[src/rtl/psched_pkg.sv]
// Shared types and constants for the periodic slot scheduler.
// Item structs for both channels, command codes and the control struct
// passed to the slot bank. No dependencies.
package psched_pkg;

	localparam int unsigned TIME_W     = 32;
	localparam int unsigned PERIOD_W   = 23;
	localparam int unsigned NUM_REGS   = 4;
	localparam int unsigned CFG_IDX_W  = 2;
	localparam int unsigned MASK_W     = 4;

	localparam logic [TIME_W-1:0] TICK_US     = 32'd1000;
	localparam logic [TIME_W-1:0] MIN_LEAD_US = 32'd50;
	localparam logic [TIME_W-1:0] RECOVER_US  = 32'd15;

	typedef enum logic {
		CMD_START = 1'b0,
		CMD_TICK  = 1'b1
	} cmd_t;

	typedef struct packed {
		cmd_t              cmd;
		logic [TIME_W-1:0] now_time;
		logic [TIME_W-1:0] scheduled_time;
		logic [TIME_W-1:0] finish_time;
	} in_item_t;

	typedef struct packed {
		logic [MASK_W-1:0] due_mask;
		logic [TIME_W-1:0] next_alarm;
		logic              overrun;
		logic [TIME_W-1:0] overrun_count;
		logic [TIME_W-1:0] max_tick_duration;
	} out_item_t;

	// Per-item request to the slot bank
	typedef struct packed {
		logic              start;
		logic              tick;
		logic [TIME_W-1:0] now;
		logic [TIME_W-1:0] sched;
	} slot_op_t;

endpackage

[src/rtl/periodic_slot_scheduler.sv]
// Periodic slot scheduler, top level: input register, slot bank,
// alarm and statistics logic, result register.
// Depends on psched_pkg and psched_slot_bank.
//
//   channel  | signals                           | payload
//   ---------+-----------------------------------+----------------------------
//   input    | in_valid / in_ready               | in_item  (in_item_t)
//   result   | out_valid / out_ready             | out_item (out_item_t)
//   config   | cfg_we, cfg_index                 | cfg_data (slot period, ms)
//
// One item per cycle sustained while the result channel is not stalled; an
// accepted item is taken by the input register, then by the result register
// once that is empty or being drained. Each item is handled in a single pass
// of short logic between the two registers.
// A stalled result holds the result register; the input register keeps one
// more item, and in_ready falls only when both are full.
// Reset clears periods, last-run times, the overrun count and the longest
// tick, and empties both registers.
module periodic_slot_scheduler
	import psched_pkg::*;
#(
	parameter int unsigned NUM_SLOTS = 4
) (
	input  logic                 clk,
	input  logic                 arst_n,
	input  logic                 in_valid,
	output logic                 in_ready,
	input  in_item_t             in_item,
	output logic                 out_valid,
	input  logic                 out_ready,
	output out_item_t            out_item,
	input  logic                 cfg_we,
	input  logic [CFG_IDX_W-1:0] cfg_index,
	input  logic [PERIOD_W-1:0]  cfg_data
);

	logic              valid_s1;
	in_item_t          item_s1;
	logic              out_valid_q;
	out_item_t         out_item_q;
	logic [TIME_W-1:0] overrun_total_q;
	logic [TIME_W-1:0] longest_tick_q;

	logic                 advance;
	logic                 fire;
	slot_op_t             op;
	logic [NUM_SLOTS-1:0] due;
	logic [MASK_W-1:0]    due_mask;

	logic [TIME_W-1:0] next_nom;
	logic [TIME_W-1:0] gap;
	logic [TIME_W-1:0] dur;
	logic              late;
	logic              ovr;
	logic [TIME_W-1:0] next_alarm;
	logic [TIME_W-1:0] overrun_next;
	logic [TIME_W-1:0] longest_next;

	// Result register can take a new result when empty or being drained
	assign advance  = !out_valid_q || out_ready;
	assign fire     = valid_s1 && advance;
	assign in_ready = !valid_s1 || advance;

	// Hold the item in the input register until it can move on
	always_ff @(posedge clk or negedge arst_n) begin
		if (!arst_n) begin
			valid_s1 <= 1'b0;
		end else if (in_ready) begin
			valid_s1 <= in_valid;
		end
	end

	always_ff @(posedge clk) begin
		if (in_ready && in_valid) begin
			item_s1 <= in_item;
		end
	end

	// Slot bank updates last-run times only when the item fires
	always_comb begin
		op.start = fire && (item_s1.cmd == CMD_START);
		op.tick  = fire && (item_s1.cmd == CMD_TICK);
		op.now   = item_s1.now_time;
		op.sched = item_s1.scheduled_time;
	end

	psched_slot_bank #(
		.NUM_SLOTS (NUM_SLOTS)
	) u_slots (
		.clk       (clk),
		.arst_n    (arst_n),
		.cfg_we    (cfg_we),
		.cfg_index (cfg_index),
		.cfg_data  (cfg_data),
		.op        (op),
		.due       (due)
	);

	// Only the first four slots are reported; pad when there are fewer
	for (genvar b = 0; b < MASK_W; b++) begin : g_mask
		if (b < NUM_SLOTS) begin : g_bit
			assign due_mask[b] = due[b];
		end else begin : g_pad
			assign due_mask[b] = 1'b0;
		end
	end

	// Tick alarm: a millisecond past scheduled, or just past finish if the lead over
	// finish is under the minimum or over one tick; a start: a millisecond past now
	always_comb begin
		next_nom     = item_s1.scheduled_time + TICK_US;
		gap          = next_nom - item_s1.finish_time;
		dur          = item_s1.finish_time - item_s1.now_time;
		late         = (gap < MIN_LEAD_US) || (gap > TICK_US);
		ovr          = 1'b0;
		next_alarm   = item_s1.now_time + TICK_US;
		overrun_next = overrun_total_q;
		longest_next = longest_tick_q;
		if (item_s1.cmd == CMD_TICK) begin
			ovr        = late;
			next_alarm = late ? (item_s1.finish_time + RECOVER_US) : next_nom;
			if (late) begin
				overrun_next = overrun_total_q + 32'd1;
			end
			if (dur > longest_tick_q) begin
				longest_next = dur;
			end
		end
	end

	always_ff @(posedge clk or negedge arst_n) begin
		if (!arst_n) begin
			overrun_total_q <= '0;
			longest_tick_q  <= '0;
			out_valid_q     <= 1'b0;
		end else begin
			if (fire) begin
				overrun_total_q <= overrun_next;
				longest_tick_q  <= longest_next;
			end
			if (advance) begin
				out_valid_q <= valid_s1;
			end
		end
	end

	always_ff @(posedge clk) begin
		if (fire) begin
			out_item_q.due_mask          <= due_mask;
			out_item_q.next_alarm        <= next_alarm;
			out_item_q.overrun           <= ovr;
			out_item_q.overrun_count     <= overrun_next;
			out_item_q.max_tick_duration <= longest_next;
		end
	end

	assign out_valid = out_valid_q;
	assign out_item  = out_item_q;

endmodule

[src/rtl/psched_slot_bank.sv]
// Slot bank: per-slot period (held in microseconds) and last-run time.
// Depends on psched_pkg for the slot request struct and constants.
module psched_slot_bank
	import psched_pkg::*;
#(
	parameter int unsigned NUM_SLOTS = 4
) (
	input  logic                 clk,
	input  logic                 arst_n,
	input  logic                 cfg_we,
	input  logic [CFG_IDX_W-1:0] cfg_index,
	input  logic [PERIOD_W-1:0]  cfg_data,
	input  slot_op_t             op,
	output logic [NUM_SLOTS-1:0] due
);

	for (genvar i = 0; i < NUM_SLOTS; i++) begin : g_slot
		localparam logic [TIME_W-1:0] STAGGER = TIME_W'(i * 1000);

		logic [TIME_W-1:0] per_us;
		logic [TIME_W-1:0] last_run_q;
		logic [TIME_W-1:0] elapsed;
		logic              hit;

		if (i < NUM_REGS) begin : g_reg
			logic [TIME_W-1:0] per_us_q;

			// convert to microseconds once, on the register write
			always_ff @(posedge clk or negedge arst_n) begin
				if (!arst_n) begin
					per_us_q <= '0;
				end else if (cfg_we && cfg_index == CFG_IDX_W'(i)) begin
					per_us_q <= TIME_W'(TIME_W'(cfg_data) * TICK_US);
				end
			end
			assign per_us = per_us_q;
		end else begin : g_fixed
			assign per_us = '0;
		end

		assign elapsed = op.now - last_run_q;
		assign hit     = op.tick && (elapsed > per_us);
		assign due[i]  = hit;

		always_ff @(posedge clk or negedge arst_n) begin
			if (!arst_n) begin
				last_run_q <= '0;
			end else if (op.start) begin
				last_run_q <= op.now - STAGGER;
			end else if (hit) begin
				last_run_q <= op.sched;
			end
		end
	end

endmodule

[config.mk]
export PLATFORM = sky130hd
export DESIGN_NAME = periodic_slot_scheduler
export DESIGN_NICKNAME = d
export VERILOG_FILES = /design/src/rtl/psched_pkg.sv /design/src/rtl/periodic_slot_scheduler.sv /design/src/rtl/psched_slot_bank.sv
export SDC_FILE = /design/constraint.sdc
export NUM_CORES = 2
export LEC_CHECK = 0
export ABC_AREA = 1
export ABC_CLOCK_PERIOD_IN_PS = 5300
export BUFFER_PORTS_ARGS = -buffer_cell sky130_fd_sc_hd__clkbuf_2
export CAP_MARGIN = 15
export CORE_UTILIZATION = 60
export CTS_CLUSTER_SIZE = 20
export DETAILED_ROUTE_END_ITERATION = 12
export HOLD_SLACK_MARGIN = 0.05
export PLACE_DENSITY = 0.83
export SYNTH_ARGS = -nofsm -noshare
export SYNTH_HDL_FRONTEND = slang
export SYNTH_SLANG_ARGS = --single-unit
[constraint.sdc]
create_clock -name clk -period 5.3 [get_ports clk]
set_input_delay 0.53 -clock clk [delete_from_list [all_inputs] [get_ports clk]]
set_output_delay 0.53 -clock clk [all_outputs]
set_load 0.005 [all_outputs]
==> impl_metrics.ini <==
[clock_network]
clock-sinks = 508
clockRootBuffer = clkbuf_16
numCtsBuffers = 53
htreeDepth = 2
clk_latency_ns = 0.65
cts_tree = done
clk_path_buf_depth = 3
clk_pin_slew_ns = 0.06

[synthesis]
synth_area_um2 = 40900
yosys.area.top_type_share_pct = 19.0
synth-main-ff-cell = dfrtp_1
synth_top_cells_by_count = nand2_1 (1,268), inv_1 (839), o21ai_0 (497)
yosys_register_bits = 508
ys_types = 60
synth_xor_xnor_area_share_pct = 4.86
synth_compound_area_share_pct = 14.4
synth_most_common_cell = nand2_1
synth-async-reset-ratio_pct = 61.0
synthCells = 5376
synth-simple-area-share_pct = 21.4
synth.largest_area_cell = dfrtp_1
synth_adder_area_share_pct = 16.7
muxShareOfSynthArea_pct = 0.0765
yosys_warnings = 0
synth_top_family_by_area = simple AND/OR/NAND/NOR gates
synthTopCellsByArea = dfrtp_1 (19%), edfxtp_1 (15%), ha_1 (12%), nand2_1 (12%), inv_1 (7.7%)
synth_seq_area_share_pct = 33.5
synth-edff-count = 198
syn_avg_cell_area_um2 = 7.61
syn_nets = 5997

[worst_setup_path]
crit_path_end_kind = flop
crit_type = reg2reg
worstPathRequired_ns = 5.80
crit_arrival_ns = 5.53
start_kind = flop
critPathMaxFanout = 11

[min_path]
hold_path.class = in2reg

[route]
via_per_inst = 5.83
num_vias = 38600
drc_errors = 0
wl_um = 129000
drt_iter0_drc = 4601
first_pass_iters = 6
ant_nets = 0
post_drt_wl_per_cell_um = 19.6

[sta]
skew_ns = 0.0283
min_period_over_period_pct = 94.9
period_minus_slack_ns = 5.03
slew_viol_final = 0
slew_headroom_pct = 29.3
rsz0062_at_grt = true
setup_viol_count_final = 0
tightest_slew_ns = 1.06
hold_viol = 0
holdWs_ns = 0.0654
clock.fmax_mhz = 199

[global_route]
overflow = 0
grt_max_degree = 125
grt_pass1_vias = 35900
grt_use_total_pct = 36.7
antenna_found_initial = 1
grt_pass1_wl_um = 198000

[final_layout]
nFillCells = 5615
stdcell_count = 6621
syn2layout_area_growth_pct = 12.6
regArea_um2 = 13700
multiInputGateArea_um2 = 23700
drive_above_1_share_pct = 9.17
stdcell_area_um2 = 46000
fin_nets = 6326

[die]
dieHeight_um = 263
pin_count = 230
dieArea_um2 = 69200
core_um2 = 67300
start_util_pct = 60.8
fp.dieW_um = 263
placementRows = 95

[status]
outcome = completed

[placement]
placed_area_um2 = 43800
portBuffers = 229
dp_hpwl_um = 103000
place.gp.congestion = 1.01
dp_cells = 6490

[run]
maxCapViolations = 0

[pwr]
powerDensity_nw_per_um2 = 550
p_leak_nw = 22.8
peakVddDrop_uv = 372
## repair_timing
| action | CTS | global route |
|---|---|---|
| hold buffers | 24 | 1 |
| pin swaps | 0 | 4 |
| resized for setup | 1 | 50 |
| setup buffers | 0 | 7 |
| endpoints found under the setup margin | 9 | 272 |
| cloned | 0 | 1 |
| hold endpoints to repair | 109 | 1 |
## critical path: stages (launching register included)
cell and delay [ns]:
edfxtp_1 0.37, inv_1 0.17, ha_1 0.27, fa_1 0.41, o21ai_0 0.17, o21ai_1 0.10
o221ai_1 0.16, buf_4 0.18, buf_4 0.12, a21oi_1 0.10, o21ai_0 0.19, buf_4 0.18
nand4_1 0.08, nand2_1 0.13, nand3_1 0.09, nand2_1 0.08, xor2_1 0.22, ha_1 0.18
nand4_1 0.11, nor3_1 0.16, and2_1 0.24, inv_1 0.07, o311ai_2 0.35, nand2_1 0.19
buf_4 0.24, buf_12 0.14, nand2_1 0.06, o21ai_0 0.11
## stage by stage
step                      worst slack, ns  utilization, %  total power (W)  TNS [ns]
after floorplan                     0.568               -           0.0162         0
after global placement             0.0444            65.0           0.0203         0
after detailed placement           -0.127            65.0           0.0208    -0.496
after CTS                          0.0343            68.1           0.0248         0
after global routing              -0.0460            68.4           0.0274    -0.140
final                               0.268            68.4           0.0253         0
## cell usage in the layout (no fill, tap or decap), types with 54 or more instances in the layout
| cell type | synthesis | routed |
|---|---|---|
| a21oi_1 | 340 | 334 |
| buf_4 | 3 | 125 |
| clkbuf_16 | 0 | 54 |
| clkbuf_2 | 0 | 228 |
| dfrtp_1 | 310 | 310 |
| edfxtp_1 | 198 | 198 |
| fa_1 | 88 | 88 |
| ha_1 | 406 | 405 |
| inv_1 | 839 | 837 |
| nand2_1 | 1268 | 1263 |
| nand3_1 | 246 | 243 |
| nand4_1 | 86 | 86 |
| nor2_1 | 336 | 333 |
| nor3_1 | 92 | 86 |
| o21ai_0 | 497 | 488 |
| xnor2_1 | 54 | 54 |
| xor2_1 | 173 | 172 |
## power breakdown
group | internal (W) | switching (W)
sequential | 0.00542 | 0.000592
combinational | 0.00557 | 0.00983
clock | 0.00215 | 0.00175
total | 0.0131 | 0.0122
## registers in the layout, summed over array words and instances (netlist names)
signal / cells
item_s1: 97
valid_s1: 1
out_item: 101
u_slots.g_slot.last_run_q: 128
u_slots.g_slot.g_reg.per_us_q: 116
longest_tick_q: 32
out_valid: 1
overrun_total_q: 32
## cell type report
class	instances	area share, %
antenna	1	0.00543
clock buffer	64	3.01
clock inverter	33	0.880
inverter	852	6.96
multi-input combinational	3901	51.5
sequential	508	29.8
tap	873	2.37
timing repair buffer	389	5.55
## logic make-up after synthesis
group                      after synthesis
AOI/OAI and AO/OA                     1075
DFF                                    508
buffers and inverters                  967
muxes                                    3
and+or+nand+nor                       2102
adders and majority gates              494
xor gates and xnor gates               227
## layer usage
layer | GRT usage (%) | vias up | routed length [µm]
li1 | - | 18400 | -
met1 | 52.3 | 18000 | 56200
met2 | 56.2 | 1905 | 56500
met3 | 6.37 | 284 | 12000
met4 | 12.8 | 0 | 4720
met5 | 0 | - | 0
## final timing paths
kind	to	depth (start not counted)	slack [ns]	from
setup / recovery	u_slots.g_slot[0].last_run_q[5]$_DFFE_PN0P_	27	0.27	item_s1[64]$_DFFE_PP_
hold / removal	item_s1[14]$_DFFE_PP_	1	0.07	in_item[14]
setup reg to reg	u_slots.g_slot[0].last_run_q[5]$_DFFE_PN0P_	27	0.27	item_s1[64]$_DFFE_PP_
hold reg to reg	u_slots.g_slot[1].g_reg.per_us_q[24]$_DFFE_PN0P_	2	0.49	u_slots.g_slot[1].g_reg.per_us_q[24]$_DFFE_PN0P_
max in group asynchronous	u_slots.g_slot[2].last_run_q[25]$_DFFE_PN0P_	3	3.67	arst_n
min in group asynchronous	u_slots.g_slot[0].g_reg.per_us_q[6]$_DFFE_PN0P_	2	0.46	arst_n
Power figures use the tool's default switching activity.
